`src/crq_pkg.sv`:
```
// crq_pkg: shared constants and types for the character ring queue
// request and status codes, field widths, step unit result struct
// no dependencies
`timescale 1ns / 1ps

package crq_pkg;

  localparam int DEF_DEPTH   = 1024;
  localparam int QSIZE_RESET = 1024;
  localparam int CNT_W       = 11;
  localparam int REQ_W       = 3;
  localparam int STAT_W      = 2;

  localparam logic [REQ_W-1:0] REQ_PUT   = 3'd0;
  localparam logic [REQ_W-1:0] REQ_GET   = 3'd1;
  localparam logic [REQ_W-1:0] REQ_UNPUT = 3'd2;
  localparam logic [REQ_W-1:0] REQ_FLUSH = 3'd3;
  localparam logic [REQ_W-1:0] REQ_SCAN  = 3'd4;

  localparam logic [STAT_W-1:0] ST_OK    = 2'd0;
  localparam logic [STAT_W-1:0] ST_EMPTY = 2'd1;
  localparam logic [STAT_W-1:0] ST_FULL  = 2'd2;

  typedef struct packed {
    logic hit;
    logic at_end;
    logic wrap;
  } step_res_t;

endpackage

```
`src/crq_step_unit.sv`:
```
// crq_step_unit: shared index step and entry match unit
// increments an index against the queue size and tests a stored entry
// depends on crq_pkg
`timescale 1ns / 1ps

module crq_step_unit #(
  parameter int CW = 11
) (
  input  logic [CW-1:0]      idx,
  input  logic [CW-1:0]      qsize,
  input  logic [7:0]         entry_byte,
  input  logic               entry_quote,
  input  logic [7:0]         mask,
  input  logic               mquote,
  output logic [CW-1:0]      inc,
  output crq_pkg::step_res_t res
);

  assign inc        = idx + CW'(1);
  assign res.wrap   = (inc >= qsize);
  assign res.at_end = (idx >= qsize);
  assign res.hit    = ((entry_byte & mask) != 8'd0) || (mquote && entry_quote);

endmodule

```
`config.mk`:
```
export PLATFORM = sky130hd
export DESIGN_NAME = crq_step_unit
export DESIGN_NICKNAME = d
export VERILOG_FILES = /design/src/crq_pkg.sv /design/src/crq_step_unit.sv
export SDC_FILE = /design/constraint.sdc
export NUM_CORES = 1
export LEC_CHECK = 0
export ABC_AREA = 1
export BUFFER_PORTS_ARGS = -buffer_cell sky130_fd_sc_hd__buf_2
export CAP_MARGIN = 40
export CORE_MARGIN = 2
export CORE_UTILIZATION = 34
export DETAILED_ROUTE_END_ITERATION = 12
export PLACE_DENSITY = 0.79
export SYNTH_ARGS = -nofsm -noshare
export SYNTH_HDL_FRONTEND = slang
export SYNTH_SLANG_ARGS = --single-unit
export TNS_END_PERCENT = 50
```
`constraint.sdc`:
```
create_clock -name vclk -period 1.4
set_input_delay 0.07 -clock vclk [all_inputs]
set_output_delay 0.07 -clock vclk [all_outputs]
set_load 0.005 [all_outputs]
```
==> reports/results.env, run 1 <==
LAYOUT-DRIVE-GT1-SHARE=0.4549
YOSYSSEQAREASHARE=0
VIAS=1139
CRITICAL_PATH_PEAK_FANOUT=3
CP_CELL_SEQUENCE='buf_8, ha_4, buf_4, xor2_2, ha_1, a21oi_2, nand2_1, nand2_1, nand2_1, nand2_1, nand2_1, buf_2'
HOLDPATHSTAGES=4
DETAIL_ROUTE.ITER0.VIOLATIONS=15
FIRSTDRTPASSITERS=4
WORST_IR_DROP_VDD_V=0.0001836
SETUP_VIOL=1
PATH_BUF_INV=3
GRT_START_MAX_NET_PINS=6
IO-PIN-COUNT=54
SYNTHDOMINANTCELLAREASHARE=0.3412
TIGHTEST_SLEW_NS=0.2051
WORST_SLEW_MARGIN_REL=0.8628
SYNTHDISTINCTLIBCELLS=15
PLACE.DETAILED.INSTANCES=260
RSZ0062_AT_GRT='true'
TOTAL_LEAKAGE_POWER_nW=0.9252
FINAL.CLKBUF_COUNT=0
WORST_SLACK_NS=-0.1711
SEQ_CELL_COUNT=0
OUTCOME='finished with violations'
SYNTHESIS.AREA_PER_INSTANCE_UM2=5.585
GLOBALROUTE.TOTALOVERFLOW=0
N_ANTENNA_CELL=0
POSTCTSHOLDBUFS=0
FINISH.NET_COUNT=298
WIRE_PER_INST_UM=9.236
SYNTH.LARGEST_AREA_CELL='sky130_fd_sc_hd__ha_1'
AREA.SEQUENTIAL_UM2=0
FINAL_HOLD_VIOLATING_ENDPOINTS=0
MAXCLOCKFREQUENCY_MHz=636.5
SYNTH.NET_COUNT=214
P_PER_AREA_mW_PER_MM2=285.1
STDCELL_COUNT=263
MAPPEDNETLISTAREA_UM2=843.3
PLACE_WORST_SETUP_SLACK_NS=-0.3074
GRT_FIRST_PASS_WIRELENGTH_UM=3567
DIE_WIDTH_UM=53.80
DIEAREA_MM2=0.002894
WORST_PATH_MOST_REPEATED_CELL='sky130_fd_sc_hd__nand2_1'
YOSYS_WARNS=0
TIMING.CRITICAL_PATH.SLOWEST_STAGE_CELL='sky130_fd_sc_hd__ha_1'
HOLD_PATH_STARTPOINT='entry_quote'
VIOLATIONS='negative setup slack'
TIMING.CRITICAL_PATH.TO_TYPE='output pin'
WORST_SETUP_PATH_START_KIND='primary input'
MAXCAP_VIOLATIONS=0
MIN-DELAY-PATH-CLASS='primary input to output pin'
ROUTED_VIA_COUNT_DIVIDED_BY_CELL_COUNT=4.331
TIMING.SETUP.CRITICAL_PATH_CLASS='primary input to output pin'
ANT_NETS=0
TIMING.CRITICAL_PATH.SLOWEST_CELL_DELAY_NS=0.31
GRT_UTIL_ALL_LAYERS=0.1576
INITIAL_CORE_UTIL=0.3499
CELL_TYPES_WITH_THE_LARGEST_AREA_SHARE_AFTER_SYNTHESIS='sky130_fd_sc_hd__ha_1 34%, sky130_fd_sc_hd__nand2_1 25%, sky130_fd_sc_hd__inv_1 15%'
CRIT_ARRIVAL_NS=1.50
GRT_PASS1_VIAS=940
NUM_ROWS=18
WORST_HOLD_PATH.ENDPOINT='res[2]'
ANTENNA_FOUND_INITIAL=0
MULTI_INPUT_AREA_UM2=834.6
MIN_PERIOD_NS=1.571
DP_HPWL_UM=1998
SHARE_OF_THE_CYCLE_NEEDED_BY_THE_CRITICAL_PATH_AFTER_ROUTING=1.122
ROUTED_WIRELENGTH_UM=2429
PORTBUFFERS=54
CRIT_REQUIRED_NS=1.33
DRT_DRC_VIOLATIONS_LEFT=0
GP_ROUTABILITY_CONGESTION=0.7782
TOTAL_COUNT_OF_MAX_TRANSITION_VIOLATIONS_IN_THE_FINAL_REPORT=0
DIE_H_UM=53.80
AREA_GROWTH_PCT=78.19
CORE_REGION_AREA_MM2=0.002410
CRITICAL-PATH-TOP-DELAY-FAMILY='adder cells'
NUM-FILL-CELLS=230
SYN-INSTANCE-COUNT=151
timing repair:
action | CTS | global route
setup endpoints to repair | 1 | 1
resized for setup | 18 | 14
setup buffers | 2 | 1
cloned | 0 | 0
pin swaps | 11 | 9
cell usage after synthesis:
cell,count
sky130_fd_sc_hd__nor3_4,1
sky130_fd_sc_hd__nand2_2,2
sky130_fd_sc_hd__nor3_1,1
sky130_fd_sc_hd__xnor2_1,1
sky130_fd_sc_hd__nand4_1,4
sky130_fd_sc_hd__nand3_1,6
sky130_fd_sc_hd__a21oi_1,7
sky130_fd_sc_hd__o21a_1,1
sky130_fd_sc_hd__ha_1,23
sky130_fd_sc_hd__inv_2,1
sky130_fd_sc_hd__inv_1,33
sky130_fd_sc_hd__nor2_1,10
sky130_fd_sc_hd__o21ai_1,1
sky130_fd_sc_hd__nand2_1,56
sky130_fd_sc_hd__xor2_1,4
per-layer routing:
metal | share of wire | up-vias | global-route usage
li1 | - | 632 | -
met3 | 0.039 | 2 | 0.005556
met5 | 0 | - | 0
met4 | 0.0099 | 0 | 0.02564
met1 | 0.44 | 480 | 0.1950
met2 | 0.51 | 25 | 0.3008
worst max-delay path by stage:
stage                     depth (start not counted)  endpoint  startpoint
after detailed placement                         15    res[0]      idx[0]
after global placement                           15    res[0]      idx[0]
after global routing                             11    res[0]      idx[6]
after CTS                                        16    res[0]      idx[0]
after floorplan                                  13    res[0]      idx[0]
final                                            12    res[0]      idx[0]
worst min-delay path, delay by kind of cell:
kind / cells / cell delay (ns)
and+or+nand+nor: 2 / 0.09
buffers and inverters: 2 / 0.17
where the power goes:
group	switching [mW]	internal, mW
Combinational	0.206	0.223
Clock	0	0
Sequential	0	0
Total	0.206	0.223
placed cells by master, fill, tap and decap left out:
cell type and count:
sky130_fd_sc_hd__nand2_1 52, sky130_fd_sc_hd__buf_2 51, sky130_fd_sc_hd__inv_1 31, sky130_fd_sc_hd__buf_4 29, sky130_fd_sc_hd__ha_1 20, sky130_fd_sc_hd__nor2_1 7
sky130_fd_sc_hd__nand2_2 5, sky130_fd_sc_hd__nand4_1 4, sky130_fd_sc_hd__nand3_1 4, sky130_fd_sc_hd__a21oi_1 4, sky130_fd_sc_hd__inv_2 3, sky130_fd_sc_hd__a21oi_2 3
sky130_fd_sc_hd__ha_4 3, sky130_fd_sc_hd__xor2_2 2, sky130_fd_sc_hd__xor2_1 2, sky130_fd_sc_hd__nor2_4 2, sky130_fd_sc_hd__buf_8 2, sky130_fd_sc_hd__nand3_4 1
sky130_fd_sc_hd__nand2_4 1, sky130_fd_sc_hd__nand3_2 1, sky130_fd_sc_hd__o21ai_1 1, sky130_fd_sc_hd__nor3_4 1, sky130_fd_sc_hd__nor3_2 1, sky130_fd_sc_hd__o21a_1 1
sky130_fd_sc_hd__xnor2_1 1, sky130_fd_sc_hd__nor2_2 1
cells by family after synthesis:
kind of cell / Yosys count / synth area share
and+or+nand+nor: 80 / 0.3991
buffers and inverters: 34 / 0.1513
adders and majority gates: 23 / 0.3413
AOI/OAI and AO/OA: 9 / 0.05637
xor gates and xnor gates: 5 / 0.05193
cell type report:
cell class	count	area share
Inverter	34	0.08493
Multi-Input combinational cell	117	0.5554
Tap cell	30	0.02498
Timing Repair Buffer	82	0.3347
metrics by stage:
step | hold slack, ns | instance area [um^2] | TNS (ns) | power [mW] | utilization
2_1_floorplan | 0.1766 | 845.8 | 0 | 0.1818 | -
3_3_place_gp | 0.3956 | 1341 | -0.2687 | 0.3615 | 0.5566
3_5_place_dp | 0.3951 | 1341 | -0.3074 | 0.3693 | 0.5566
4_1_cts | 0.3951 | 1441 | -0.1734 | 0.3999 | 0.5981
5_1_grt | 0.4508 | 1503 | -0.2509 | 0.4875 | 0.6236
6_report | 0.3960 | 1503 | -0.1711 | 0.4285 | 0.6236
(Power assumes the default switching activity.)
==> run 2: changes to the inputs <==
--- a/config.mk
+++ b/config.mk
@@ -11,7 +11,8 @@
 export CORE_MARGIN = 2
 export CORE_UTILIZATION = 34
 export DETAILED_ROUTE_END_ITERATION = 12
-export PLACE_DENSITY = 0.79
+export PLACE_DENSITY_LB_ADDON = 0.2
+export REMOVE_ABC_BUFFERS = 1
 export SYNTH_ARGS = -nofsm -noshare
 export SYNTH_HDL_FRONTEND = slang
 export SYNTH_SLANG_ARGS = --single-unit
==> run 2 against run 1 <==
The flow still finishes with violations (negative setup slack). Via count grew 3.3%. Combinational power grew 7.7%. Critical path depth shrank 1. Die area is the same. Worst setup slack gained 0.026 ns. Sequential share of layout area is the same. Worst hold slack gained 0.0090 ns. Design area grew 3.4%. Fmax grew 1.7%. Cell count shrank 1.1%. Routed wire length grew 10%. Power grew 7.6%. Largest cell class unchanged. Largest power group unchanged.
==> reports/results.env, run 2 (synthesis results as in run 1) <==
ANT_NETS=0  # unchanged
N_ANTENNA_CELL=0  # unchanged
FINISH.NET_COUNT=295  # was 298
WORST_SLEW_MARGIN_REL=0.8256  # was 0.8628
DRT_DRC_VIOLATIONS_LEFT=0  # unchanged
TIMING.CRITICAL_PATH.TO='res[0]'  # unchanged
NUM_ROWS=18  # unchanged
FINAL.CLKBUF_COUNT=0  # unchanged
DIEAREA_MM2=0.002894  # unchanged
TIMING.CRITICAL_PATH.TO_TYPE='output pin'  # unchanged
ROUTED_WIRELENGTH_UM=2671  # was 2429 um
CRIT_REQUIRED_NS=1.33  # about the same
TOTAL_COUNT_OF_MAX_TRANSITION_VIOLATIONS_IN_THE_FINAL_REPORT=0  # unchanged
LAYOUT.CELLS.MOST_COMMON_LIST='52 x sky130_fd_sc_hd__nand2_1, 52 x sky130_fd_sc_hd__buf_2, 29 x sky130_fd_sc_hd__inv_1'  # was 52 x sky130_fd_sc_hd__nand2_1, 51 x sky130_fd_sc_hd__buf_2, 31 x sky130_fd_sc_hd__inv_1
MIN_PERIOD_NS=1.545  # was 1.571 ns
GRT_START_MAX_NET_PINS=6  # unchanged
WORST_SLACK_NS=-0.1455  # was -0.1711 ns
MIN-DELAY-PATH-CLASS='primary input to output pin'  # unchanged
WIRE_PER_INST_UM=10.27  # was 9.236 um
ROUTED_VIA_COUNT_DIVIDED_BY_CELL_COUNT=4.527  # was 4.331
VIAS=1177  # was 1139
HOLD_PATH_STARTPOINT='entry_quote'  # unchanged
ANTENNA_FOUND_INITIAL=0  # unchanged
MAXCAP_VIOLATIONS=0  # unchanged
DIE_WIDTH_UM=53.80  # unchanged
GRT_PASS1_VIAS=1089  # was 940
AREA.SEQUENTIAL_UM2=0  # unchanged
PORTBUFFERS=54  # unchanged
IO-PIN-COUNT=54  # unchanged
AREA_GROWTH_PCT=84.27  # was 78.19%
TIMING.SETUP.CRITICAL_PATH_CLASS='primary input to output pin'  # unchanged
CORE_REGION_AREA_MM2=0.002410  # unchanged
GRT_UTIL_ALL_LAYERS=0.1842  # was 0.1576
P_PER_AREA_mW_PER_MM2=296.7  # was 285.1 mW/mm^2
WHS_NS=0.4050  # was 0.3960 ns
GP_ROUTABILITY_CONGESTION=0.8568  # was 0.7782
FIRSTDRTPASSITERS=4  # unchanged
WORST_SETUP_PATH_START='idx[0]'  # unchanged
TIGHTEST_SLEW_NS=0.2596  # was 0.2051 ns
WORST_IR_DROP_VDD_V=0.0001820  # was 0.0001836 V
MULTI_INPUT_AREA_UM2=903.4  # was 834.6 um^2
SEQ_CELL_COUNT=0  # unchanged
WORST_SETUP_PATH_START_KIND='primary input'  # unchanged
SHARE_OF_THE_CYCLE_NEEDED_BY_THE_CRITICAL_PATH_AFTER_ROUTING=1.104  # was 1.122
INITIAL_CORE_UTIL=0.3499  # unchanged
FINAL_HOLD_VIOLATING_ENDPOINTS=0  # unchanged
CRIT_ARRIVAL_NS=1.48  # was 1.50 ns
FIN_UTIL=0.6449  # was 0.6236
GLOBALROUTE.TOTALOVERFLOW=0  # unchanged
MAXCLOCKFREQUENCY_MHz=647.1  # was 636.5 MHz
NUM-FILL-CELLS=228  # was 230
RSZ0062_AT_GRT='true'  # unchanged
GRT_FIRST_PASS_WIRELENGTH_UM=4126  # was 3567 um
SETUP_VIOL=1  # unchanged
DIE_H_UM=53.80  # unchanged
TOTAL_LEAKAGE_POWER_nW=0.9225  # was 0.9252 nW
OUTCOME='finished with violations'  # unchanged
DP_HPWL_UM=2196  # was 1998 um
LAYOUT-DRIVE-GT1-SHARE=0.4739  # was 0.4549
VIOLATIONS='negative setup slack'  # unchanged
DETAIL_ROUTE.ITER0.VIOLATIONS=2  # was 15
CRITICAL_PATH_PEAK_FANOUT=2  # was 3
## run 2: worst min path at each step
stage          endpoint  slack [ns]  cells after the start
6_report         res[2]        0.40                      4
5_1_grt          res[2]        0.43                      4
4_1_cts          res[2]        0.41                      4
3_5_place_dp     res[2]        0.41                      4
3_3_place_gp     res[2]        0.39                      4
2_1_floorplan    inc[0]        0.18                      1
## run 2: final cells by class
| class | instances | area share |
|---|---|---|
| inverters | 34 | 0.08213 |
| multi-input cells | 117 | 0.5813 |
| well taps | 30 | 0.02415 |
| repair buffers | 79 | 0.3124 |
## run 2: repair_timing
item | 4_1_cts | 5_1_grt
endpoints found under the setup margin | 1 | 2
setup buffers | 1 | 2
pin swaps | 9 | 21
hold buffers | 0 | 0
resized for setup | 22 | 21
## run 2: metal layers
metal  routed length, um  part of all wire  GRT usage  vias to the layer above
met3                  89             0.033          0                        0
li1                    -                 -          -                      623
met1                1068              0.40     0.2156                      525
met5                   0                 0          0                        -
met2                1513              0.57     0.3862                       29
met4                   0                 0          0                        0
## run 2: worst max-delay path, stage by stage
cell and delay (ns):
sky130_fd_sc_hd__buf_8 0.10, sky130_fd_sc_hd__ha_4 0.16, sky130_fd_sc_hd__buf_6 0.12, sky130_fd_sc_hd__buf_4 0.13, sky130_fd_sc_hd__nand4_1 0.07, sky130_fd_sc_hd__nand2_1 0.07, sky130_fd_sc_hd__ha_1 0.30, sky130_fd_sc_hd__a21oi_1 0.15
sky130_fd_sc_hd__o21a_1 0.13, sky130_fd_sc_hd__nand2_1 0.04, sky130_fd_sc_hd__buf_2 0.12
## run 2: stage by stage
stage	cells	instance area (um^2)	setup TNS (ns)	setup slack, ns	power, mW
floorplan	151	843.3	-0.01422	-0.01422	0.1812
global placement	257	1316	-0.2442	-0.2442	0.3568
detailed placement	257	1316	-0.2933	-0.2933	0.3708
CTS	258	1448	-0.1567	-0.1567	0.4130
global route	260	1554	-0.2854	-0.2438	0.5161
finish	260	1554	-0.1455	-0.1455	0.4610
## run 2: where the power goes
part | leakage [nW] | internal [mW] | switching (mW)
Combinational | 0.923 | 0.234 | 0.227
Sequential | 0 | 0 | 0
Clock | 0 | 0 | 0
==> run 3: changes to the inputs <==
--- a/config.mk
+++ b/config.mk
@@ -5,7 +5,6 @@
 export SDC_FILE = /design/constraint.sdc
 export NUM_CORES = 1
 export LEC_CHECK = 0
-export ABC_AREA = 1
 export BUFFER_PORTS_ARGS = -buffer_cell sky130_fd_sc_hd__buf_2
 export CAP_MARGIN = 40
 export CORE_MARGIN = 2
==> constraint.sdc (replaced) <==
create_clock -name vclk -period 1.7
set_input_delay 0.085 -clock vclk [all_inputs]
set_output_delay 0.085 -clock vclk [all_outputs]
set_load 0.005 [all_outputs]
==> run 3 against run 2 <==
The run now ends clean. Largest cell class unchanged. Critical path type unchanged. Clock-buffer cell count stayed put. Power is 29% lower. Routed wire length is 15% lower.
==> reports/results.env, run 3 <==
LAYOUT.CELLS.MOST_COMMON='sky130_fd_sc_hd__buf_2'
CRIT_REQUIRED_NS=1.62  # was 1.33 ns
TOTAL_LEAKAGE_POWER_nW=0.7085  # was 0.9225 nW
OUTCOME='finished, final reports clean'  # was finished with violations
TIMING.CRITICAL_PATH.TO_TYPE='output pin'  # unchanged
FINAL.CLKBUF_COUNT=0  # unchanged
LAYOUT-DRIVE-GT1-SHARE=0.6188  # was 0.4739
AREA.SEQUENTIAL_UM2=0  # unchanged
SHARE_OF_THE_CYCLE_NEEDED_BY_THE_CRITICAL_PATH_AFTER_ROUTING=0.9868
DIE_H_UM=48.58  # was 53.80 um
CRIT_ARRIVAL_NS=1.59  # was 1.48 ns
MAXCLOCKFREQUENCY_MHz=596.1
CORE_REGION_AREA_MM2=0.001922  # was 0.002410 mm^2
YOSYS_WARNS=0  # unchanged
WORST_SLEW_MARGIN_REL=0.8270  # was 0.8256
WORST_SLACK_NS=0.02252  # was -0.1455 ns
WORST_SETUP_PATH_START='idx[5]'  # was idx[0]
ROUTED_WIRELENGTH_UM=2257  # was 2671 um
YOSYSSEQAREASHARE=0  # unchanged
YOSYS.CELL_COUNT.TOP_TYPE='sky130_fd_sc_hd__ha_1'  # was sky130_fd_sc_hd__nand2_1
FIRSTDRTPASSITERS=4  # unchanged
FIN_SETUP_TNS_NS=0  # was -0.1455 ns
DETAIL_ROUTE.ITER0.VIOLATIONS=5  # was 2
GRT_FIRST_PASS_WIRELENGTH_UM=3346  # was 4126 um
MIN-DELAY-PATH-CLASS='primary input to output pin'  # unchanged
DIEAREA_MM2=0.002360  # was 0.002894 mm^2
DP_HPWL_UM=1746  # was 2196 um
SYNTH.LARGEST_AREA_CELL='sky130_fd_sc_hd__ha_1'  # unchanged
SEQ_CELL_COUNT=0  # unchanged
GRT_START_MAX_NET_PINS=5  # was 6
RSZ0062_AT_GRT='true'  # unchanged
CRITICAL_PATH_PEAK_FANOUT=3  # was 2
ROUTED_VIA_COUNT_DIVIDED_BY_CELL_COUNT=4.861  # was 4.527
PORTBUFFERS=54  # unchanged
REPORT.POWER.TOTAL_mW=0.3282  # was 0.4610 mW
TIMING.SETUP.CRITICAL_PATH_CLASS='primary input to output pin'  # unchanged
TOTAL_COUNT_OF_MAX_TRANSITION_VIOLATIONS_IN_THE_FINAL_REPORT=0  # unchanged
MIN_PERIOD_NS=1.677
GLOBALROUTE.TOTALOVERFLOW=0  # unchanged
STDCELL_COUNT=187  # was 260
NUM_ROWS=16  # was 18
SETUP_VIOL=0  # was 1
AREA_GROWTH_PCT=98.89  # was 84.27%
P_PER_AREA_mW_PER_MM2=244.2  # was 296.7 mW/mm^2
TIMING.CRITICAL_PATH.TO='res[0]'  # unchanged
MAPPEDNETLISTAREA_UM2=675.6  # was 843.3 um^2
VIAS=909  # was 1177
FIN_UTIL=0.6992  # was 0.6449
TIGHTEST_SLEW_NS=0.2595  # was 0.2596 ns
WIRE_PER_INST_UM=12.07  # was 10.27 um
INITIAL_CORE_UTIL=0.3516  # was 0.3499
MAXCAP_VIOLATIONS=0  # unchanged
POSTCTSHOLDBUFS=0  # unchanged
SYN-INSTANCE-COUNT=86  # was 151
GRT_UTIL_ALL_LAYERS=0.1709  # was 0.1842
DIE_WIDTH_UM=48.58  # was 53.80 um
WORST_IR_DROP_VDD_V=0.0001377  # was 0.0001820 V
ANTENNA_FOUND_INITIAL=0  # unchanged
PLACE.DETAILED.INSTANCES=180  # was 257
SYNTHESIS.AREA_PER_INSTANCE_UM2=7.856  # was 5.585 um^2
IO-PIN-COUNT=54  # unchanged
GP_ROUTABILITY_CONGESTION=0.7647  # was 0.8568
FINISH.NET_COUNT=225  # was 295
LAYOUT.CELLS.MOST_COMMON_LIST='49 x sky130_fd_sc_hd__buf_2, 20 x sky130_fd_sc_hd__ha_1, 18 x sky130_fd_sc_hd__buf_4'  # was 52 x sky130_fd_sc_hd__nand2_1, 52 x sky130_fd_sc_hd__buf_2, 29 x sky130_fd_sc_hd__inv_1
N_ANTENNA_CELL=0  # unchanged
CELL_TYPES_WITH_THE_LARGEST_AREA_SHARE_AFTER_SYNTHESIS='sky130_fd_sc_hd__ha_1 43%, sky130_fd_sc_hd__xnor2_1 7.8%, sky130_fd_sc_hd__inv_1 6.1%'  # was sky130_fd_sc_hd__ha_1 34%, sky130_fd_sc_hd__nand2_1 25%, sky130_fd_sc_hd__inv_1 15%
SYNTHDOMINANTCELLAREASHARE=0.4259  # was 0.3412
WORST_SETUP_PATH_START_KIND='primary input'  # unchanged
PLACE_WORST_SETUP_SLACK_NS=-0.1605  # was -0.2933 ns
FINAL_HOLD_VIOLATING_ENDPOINTS=0  # unchanged
SYNTH.CELLS.MOST_FREQUENT='23 x sky130_fd_sc_hd__ha_1, 11 x sky130_fd_sc_hd__inv_1, 7 x sky130_fd_sc_hd__nand3_1, 6 x sky130_fd_sc_hd__a21oi_1, 6 x sky130_fd_sc_hd__xnor2_1'  # was 56 x sky130_fd_sc_hd__nand2_1, 33 x sky130_fd_sc_hd__inv_1, 23 x sky130_fd_sc_hd__ha_1, 10 x sky130_fd_sc_hd__nor2_1, 7 x sky130_fd_sc_hd__a21oi_1
SYNTHDISTINCTLIBCELLS=24  # was 15
ANT_NETS=0  # unchanged
DRT_DRC_VIOLATIONS_LEFT=0  # unchanged
GRT_PASS1_VIAS=851  # was 1089
==> run 3: changes by cell type in the layout (fill, tap and decap cells not counted), sizes merged, moves of 3 or more <==
cell    change
nand2      -55
inv        -23
nor2        -6
buf         -5
xnor2       +5
a211oi      +3
and3        +3
==> run 3: worst min-delay path by stage <==
| stage | start | end | slack [ns] | cells past startpoint |
|---|---|---|---|---|
| 4_1_cts | mask[4] | res[2] | 0.46 | 4 |
| 3_5_place_dp | mask[4] | res[2] | 0.46 | 4 |
| 2_1_floorplan | idx[0] | inc[0] | 0.21 | 1 |
| 3_3_place_gp | mask[4] | res[2] | 0.46 | 4 |
| 6_report | mask[4] | res[2] | 0.46 | 4 |
| 5_1_grt | idx[1] | inc[1] | 0.48 | 3 |
==> run 3: critical path: stages <==
cell,delay [ns]
sky130_fd_sc_hd__buf_6,0.07
sky130_fd_sc_hd__and3_4,0.20
sky130_fd_sc_hd__and3_4,0.20
sky130_fd_sc_hd__nand3_4,0.07
sky130_fd_sc_hd__xnor2_2,0.14
sky130_fd_sc_hd__ha_1,0.29
sky130_fd_sc_hd__a21o_1,0.20
sky130_fd_sc_hd__a21oi_2,0.14
sky130_fd_sc_hd__o21ai_1,0.07
sky130_fd_sc_hd__buf_2,0.12
==> run 3: cell families (layout without fill, tap and decap cells) <==
group	after synthesis	in the layout	synth area share
fa+ha+maj	23	23	0.4259
simple gates	23	23	0.1963
compound gates	20	20	0.2000
buf+inv	11	85	0.06111
xor+xnor	9	9	0.1167
==> run 3: area by class of cell <==
type,instances,area [um^2]
Inverter,11,41.29
Timing Repair Buffer,74,462.9
Multi-Input combinational cell,75,805.8
Fill cell,161,578.1
Tap cell,27,33.78
==> run 3: layer usage <==
| metal | share of wire | GRT usage |
|---|---|---|
| met1 | 0.40 | 0.1864 |
| met2 | 0.57 | 0.3704 |
| met3 | 0.026 | 0.01235 |
| met4 | 0 | 0 |
| met5 | 0 | 0 |
==> run 3: what timing repair did <==
action	CTS	global route
pin swaps	22	11
gates resized for setup	27	12
setup endpoints to repair	1	1
setup buffers	7	0
==> run 3: stage by stage <==
step	cell area, um^2	hold WS [ns]
finish	1344	0.4589
global route	1344	0.4837
CTS	1257	0.4634
detailed placement	1077	0.4634
global placement	1077	0.4563
floorplan	675.6	0.2066
==> run 3: where the power goes <==
group	total (mW)	leakage [nW]	switching, mW	internal, mW
combinational	0.328	0.708	0.147	0.182
clock	0	0	0	0
sequential	0	0	0	0
total	0.328	0.708	0.147	0.182
